$ cat src/hw/rtl/skoi_pkg.sv
`default_nettype none

package skoi_pkg;

    // Table geometry.
    localparam int DEPTH     = 256;
    localparam int KEY_CHARS = 5;
    localparam int KEY_W     = 8 * KEY_CHARS;
    localparam int OFF_W     = 32;
    localparam int IDX_W     = $clog2(DEPTH);
    localparam int CNT_W     = IDX_W + 1;
    localparam int POS_W     = 8;

    // Operation codes.
    localparam logic [1:0] OP_INSERT = 2'd0;
    localparam logic [1:0] OP_LOOKUP = 2'd1;
    localparam logic [1:0] OP_DELETE = 2'd2;

    // Status codes.
    localparam logic [1:0] ST_OK        = 2'd0;
    localparam logic [1:0] ST_NOT_FOUND = 2'd1;
    localparam logic [1:0] ST_DUPLICATE = 2'd2;
    localparam logic [1:0] ST_FULL      = 2'd3;

    typedef struct packed {
        logic [1:0]       op;
        logic [KEY_W-1:0] key;
        logic [OFF_W-1:0] rec_offset;
    } req_t;

    typedef struct packed {
        logic [1:0]       status;
        logic [POS_W-1:0] position;
        logic [OFF_W-1:0] found_offset;
        logic [CNT_W-1:0] entry_count;
    } rsp_t;

    // One stored table entry.
    typedef struct packed {
        logic [KEY_W-1:0] key;
        logic [OFF_W-1:0] offset;
    } entry_t;

    // Status of one binary search step.
    typedef struct packed {
        logic             searching;
        logic [CNT_W-1:0] mid;
        logic             less;
        logic             equal;
    } probe_t;

endpackage

`default_nettype wire

$ cat src/hw/rtl/skoi_probe.sv
`default_nettype none

// Binary search step: midpoint of the open range and the key compare.
module skoi_probe (
    input  wire logic [skoi_pkg::CNT_W-1:0] lo,
    input  wire logic [skoi_pkg::CNT_W-1:0] hi,
    input  wire logic [skoi_pkg::KEY_W-1:0] probe_key,
    input  wire logic [skoi_pkg::KEY_W-1:0] target_key,
    output skoi_pkg::probe_t                result
);
    import skoi_pkg::*;

    logic [CNT_W-1:0] span;

    always_comb
    begin
        span             = hi - lo;
        result.searching = (lo < hi);
        result.mid       = lo + (span >> 1);
        // Packed keys compare as unsigned integers, which matches string order.
        result.less      = (probe_key < target_key);
        result.equal     = (probe_key == target_key);
    end

endmodule

`default_nettype wire

$ cat config.mk
export PLATFORM = sky130hd
export DESIGN_NAME = skoi_probe
export DESIGN_NICKNAME = d
export VERILOG_FILES = /design/src/hw/rtl/skoi_pkg.sv /design/src/hw/rtl/skoi_probe.sv
export SDC_FILE = /design/constraint.sdc
export NUM_CORES = 1
export LEC_CHECK = 0
export ABC_CLOCK_PERIOD_IN_PS = 5750
export BUFFER_PORTS_ARGS = -buffer_cell sky130_fd_sc_hd__buf_2
export CAP_MARGIN = 10
export CORE_MARGIN = 2
export CORE_UTILIZATION = 49
export DETAILED_ROUTE_END_ITERATION = 7
export GPL_ROUTABILITY_DRIVEN = 0
export PLACE_DENSITY = 0.95
export SLEW_MARGIN = 20
export SYNTH_ARGS = -nofsm -noshare
export SYNTH_HDL_FRONTEND = slang
export SYNTH_SLANG_ARGS = --single-unit
$ cat constraint.sdc
create_clock -name vclk -period 5.75
set_input_delay 0.575 -clock vclk [all_inputs]
set_output_delay 0.575 -clock vclk [all_outputs]
set_load 0.03 [all_outputs]
==> flow_summary.yaml, run 1 <==
status:
  status: "finished clean"
critical_path:
  path_buf_inv: 2
  crit_slowest_cell: "fa_1"
  slowest_delay_ps: 420
  cp_top_family: "adder cells"
  path_cells: "buf_2 -> ha_1 -> fa_1 -> nor2b_1 -> o21ai_2 -> a21boi_1 -> or4_1 -> nand3_1 -> ha_1 -> o21ai_0 -> a21oi_1 -> o41ai_1 -> xnor2_1 -> buf_2"
  critPathCaptureType: "output pin"
  critPathRequiredTime_ps: 5180
  crit_type: "primary input to output pin"
  worst_ep_arrival_time_ps: 3350
  critPathMaxFanout: 3
  cp-start-kind: "primary input"
sta:
  final.setup.tns_ps: 0
  rsz0062_at_grt: "no"
  finalSetupViolCount: 0
  drv_slew: 0
  worst_pin_slew_ps: 491
  fin_crit_ps: 3920
  fmax_ghz: 0.255
  finalCritPeriodShare: 0.683
  slew_headroom: 0.669
  hold_violations: 0
grt:
  gr-max-usage-layer: "met2"
  grt_max_degree: 6
  grt_first_pass_wirelength_um: 7660
  met1_usage: 0.250
  met2_usage: 0.438
  grtUsageMet3: 0.0161
  antenna_found_initial: 0
  grt_usage: 0.221
  grt-ovfl-total: 0
  grt_pass1_vias: 1967
synthesis:
  synth_nets: 398
  yosysUniqueCellTypes: 32
  yosysWarnings: 0
  netlist_instances: 241
  yosysSeqAreaShare: 0
  synth.avg_cell_area_um2: 7.22
  mappedNetlistArea_um2: 1740
power:
  seq_power_share: 0
  power_frac_comb: 1.000
  vdd_drop_max_uv: 195
  powerDensity_nw_per_um2: 137
  p_leak_nw: 1.43
  p_clk_frac: 0
  internal_power_uw: 133
  swShare: 0.587
  p_sw_uw: 190
layout:
  layout.nets: 510
  clkbuf_count: 0
  design.seq.count: 0
  area_delta_synth_final_pct: 34.9
  final-seq-area_um2: 0
  drive_above_1_share: 0.333
  fin_area_um2: 2350
  n_antenna_cell: 0
floorplan:
  dieWidth_um: 63.6
  die_height_um: 63.6
  rows: 21
  initial_core_util: 0.517
  io-pin-count: 110
  die_area_um2: 4040
  core_um2: 3360
clock_network:
  cts_resized: 0
  postCtsSetupBuffers: 0
  cts-hold-fix-buffers: 0
route:
  viasPerCell: 5.15
  drcViolationCount: 0
  num_vias: 2045
  drt_iter0_markers: 53
  routedWlPerCell_um: 11.3
  drtAntennaViolNets: 0
  drt-pass1-iter-count: 4
  routed_wl_um: 4500
place:
  dpl_cell_area_um2: 2350
  hpwl_um: 4200
  port_buffers: 110
worst_hold_path:
  hp-class: "primary input to output pin"
job:
  cap_violations: 0
-- final cells by class --
cell class | instances | area, um2
inverters | 57 | 214
fillers | 306 | 1010
repair buffers | 110 | 551
multi-input cells | 184 | 1530
well taps | 46 | 57.6
-- worst paths after layout --
| kind | start | endpoint | slack (ps) | cells past startpoint |
|---|---|---|---|---|
| max | lo[0] | result[10] | 1830 | 14 |
| min | lo[8] | result[10] | 1500 | 3 |
-- cell usage after synthesis --
| cell | n | area, um2 |
|---|---|---|
| a211o_1 | 1 | 8.76 |
| a211oi_1 | 2 | 15.0 |
| a211oi_2 | 1 | 12.5 |
| a21boi_1 | 1 | 7.51 |
| a21o_1 | 2 | 15.0 |
| a21oi_1 | 20 | 100 |
| a221oi_1 | 2 | 17.5 |
| a22oi_1 | 1 | 7.51 |
| a41o_1 | 1 | 10.0 |
| and2_1 | 1 | 6.26 |
| fa_1 | 2 | 40.0 |
| ha_1 | 57 | 713 |
| inv_1 | 57 | 214 |
| mux2i_1 | 1 | 10.0 |
| nand2_1 | 11 | 41.3 |
| nand2b_1 | 1 | 6.26 |
| nand3_1 | 5 | 25.0 |
| nand4_1 | 11 | 68.8 |
| nand4_2 | 1 | 12.5 |
| nor2_1 | 16 | 60.1 |
| nor2b_1 | 6 | 37.5 |
| nor3_1 | 2 | 10.0 |
| nor4_1 | 2 | 12.5 |
| nor4_2 | 1 | 12.5 |
| o211ai_1 | 4 | 30.0 |
| o21ai_0 | 12 | 60.1 |
| o21ai_2 | 2 | 17.5 |
| o21bai_1 | 2 | 15.0 |
| o41ai_1 | 1 | 8.76 |
| o41ai_2 | 2 | 32.5 |
| or4_1 | 1 | 7.51 |
| xnor2_1 | 12 | 105 |
-- power by group through the flow --
stage | registers, mW | logic (mW) | clock network, mW
after floorplan | 0 | 0.225 | 0
after global placement | 0 | 0.310 | 0
after detailed placement | 0 | 0.321 | 0
after CTS | 0 | 0.323 | 0
after global routing | 0 | 0.357 | 0
final | 0 | 0.323 | 0
-- worst min-delay path, stage by stage --
cell and delay (ps):
buf_2 100, xnor2_1 70, buf_2 170
-- logic make-up (layout without fill, tap and decap cells) --
| group | count (synthesis) | after routing | synth area share |
|---|---|---|---|
| mux | 1 | 1 | 0.00575 |
| simple gates | 58 | 58 | 0.173 |
| fa+ha+maj | 59 | 59 | 0.433 |
| compound gates | 54 | 54 | 0.206 |
| xor+xnor | 12 | 12 | 0.0604 |
| buf+inv | 57 | 167 | 0.123 |
-- cells in the final DEF (no fill, tap or decap) --
cell,n
nand2_1,11
nor3_1,2
a41o_1,1
mux2i_1,1
nand3_1,5
nand4_2,1
o21bai_1,2
a211o_1,1
inv_1,57
nor4_2,1
nor2b_1,6
nor4_1,2
ha_1,57
a21o_1,2
a211oi_1,2
or4_1,1
a22oi_1,1
nand4_1,11
o21ai_0,12
and2_1,1
a21boi_1,1
o41ai_2,2
a211oi_2,1
a21oi_1,20
o41ai_1,1
fa_1,2
xnor2_1,12
o21ai_2,2
a221oi_1,2
buf_2,110
o211ai_1,4
nor2_1,16
nand2b_1,1
-- per-layer routing --
metal  wire (um)  up-vias
li1            -     1068
met4         130        0
met1        1900      882
met5           0        -
met2        2210       79
met3         260       16
-- per-stage QoR --
| stage | power [mW] | utilization | std cells | setup WS [ps] | hold WS (ps) |
|---|---|---|---|---|---|
| after detailed placement | 0.321 | 0.698 | 397 | 1900 | 1490 |
| after CTS | 0.323 | 0.698 | 397 | 1870 | 1500 |
| after global routing | 0.357 | 0.698 | 397 | 1630 | 1510 |
| after global placement | 0.310 | 0.698 | 397 | 2030 | 1470 |
| final | 0.323 | 0.698 | 397 | 1830 | 1500 |
| after floorplan | 0.225 | - | 241 | 2230 | 1350 |
Power figures use the tool's default switching activity.
==> run 2, diff against run 1 <==
ABC_CLOCK_PERIOD_IN_PS = 3300   (was 5750)
CORE_UTILIZATION = 41   (was 49)
PLACE_DENSITY = 0.9   (was 0.95)
clock period = 3.3 ns   (was 5.75 ns; I/O delays follow)
==> run 2 against run 1 <==
Non-clock buffer count is 5 higher; die area increased by 18%; count of clock-buffer cells in the layout is the same; sequential share of layout area did not move; design area is 4.4% higher; global-route usage down 2.3 points; via count up 1.1%; critical path type unchanged; largest cell class unchanged.
==> flow_summary.yaml, run 2 (same netlist as run 1, synthesis figures left out) <==
worst_hold_path:
  hold_end: "result[10]"
  whs_path_depth: 3
  hp-class: "primary input to output pin"
  hp-start: "lo[8]"
layout:
  layout_commonest_cell: "buf_2"
  fillers: 371
  final_cells: 406
  n_antenna_cell: 0
  area_delta_synth_final_pct: 40.9
  layout.nets: 515
  drive_above_1_share: 0.376
  design.seq.count: 0
  final-seq-area_um2: 0
  layout_common_cells: "109 x buf_2, 56 x inv_1, 54 x ha_1"
  multi_input_area_um2: 1590
  clkbuf_count: 0
route:
  drt_iter0_markers: 31
  viasPerCell: 5.09
  drt-pass1-iter-count: 4
  drcViolationCount: 0
  routed_wl_um: 4770
  routedWlPerCell_um: 11.7
  drtAntennaViolNets: 0
  num_vias: 2067
sta:
  finalSetupViolCount: 0
  worst_pin_slew_ps: 524
  fin_hold_ws_ps: 968
  fmax_ghz: 0.318
  slew_headroom: 0.647
  fin_crit_ps: 3150
  hold_violations: 0
  finalCritPeriodShare: 0.954
  drv_slew: 0
critical_path:
  path_buf_inv: 3
  slowest_delay_ps: 350
  path_cells: "buf_2 -> inv_2 -> ha_1 -> nor2b_1 -> o21ai_1 -> nor2b_2 -> xnor2_1 -> ha_1 -> nor2b_1 -> o21ai_2 -> a21oi_2 -> o41ai_2 -> xnor2_1 -> buf_4"
  critPathMaxFanout: 4
  crit_start: "lo[1]"
  critPathRequiredTime_ps: 2970
  cp-start-kind: "primary input"
  critPathCaptureType: "output pin"
  crit_slowest_cell: "ha_1"
  crit_type: "primary input to output pin"
  worst_ep_arrival_time_ps: 2820
  cp_top_family: "compound AO/OA/AOI/OAI gates"
grt:
  grt_max_degree: 6
  grt_usage: 0.198
  grt-ovfl-total: 0
  grt_first_pass_wirelength_um: 8440
  antenna_found_initial: 0
  grt_pass1_vias: 2075
power:
  p_leak_nw: 1.46
  vdd_drop_max_uv: 282
  powerDensity_nw_per_um2: 245
  finalPower_uw: 600
floorplan:
  initial_core_util: 0.432
  core_um2: 4030
  die_area_um2: 4780
  dieWidth_um: 69.2
  rows: 23
  die_height_um: 69.2
  io-pin-count: 110
clock_network:
  cts-hold-fix-buffers: 0
place:
  hpwl_um: 4280
  port_buffers: 110
  dp.cells: 401
job:
  cap_violations: 0
status:
  status: "finished clean"
[run 2: cell count changes in the layout (fill, tap and decap cells not counted), moves of 2 or more]
cell     before  now
ha_4          0    2
ha_1         57   54
buf_4         0    6
a21oi_1      20   18
nor2b_1       6    4
a21oi_2       0    2
nor2b_2       0    2
[run 2: cell type report]
class	instances	share of cell area
Timing Repair Buffer	115	0.241
Tap cell	50	0.0255
Inverter	57	0.0872
Multi-Input combinational cell	184	0.646
[run 2: worst max-delay path by stage]
stage,to,cells past startpoint
floorplan,result[10],13
global placement,result[10],14
detailed placement,result[10],14
CTS,result[10],14
global route,result[10],14
finish,result[10],14
[run 2: layer usage]
metal,track usage,vias up,share of wire
li1,-,1076,-
met3,0.0175,12,0.052
met4,0.0392,0,0.024
met5,0,-,0
met2,0.368,73,0.49
met1,0.246,906,0.43
[run 2: stage by stage]
stage | setup WS [ps] | setup TNS (ps) | util | instance area [um2]
2_1_floorplan | 268 | 0 | - | 1740
3_3_place_gp | 98.9 | 0 | 0.584 | 2350
3_5_place_dp | -7.92 | -7.92 | 0.584 | 2350
4_1_cts | 72.7 | 0 | 0.586 | 2360
5_1_grt | -15.4 | -15.4 | 0.609 | 2450
6_report | 152 | 0 | 0.609 | 2450
[run 2: repair_timing]
| item | CTS | global route |
|---|---|---|
| resized for setup | 1 | 14 |
| endpoints found under the setup margin | 1 | 4 |
| setup buffers | 0 | 5 |
| pin swaps | 0 | 9 |
[run 2: tightest hold or removal path, cell delays in order]
cell	delay, ps
buf_2	90
xnor2_1	50
buf_4	160
[run 2: power by group]
| part | switching [mW] | internal (mW) | total (mW) |
|---|---|---|---|
| combinational | 0.341 | 0.259 | 0.600 |
| clock | 0 | 0 | 0 |
| sequential | 0 | 0 | 0 |
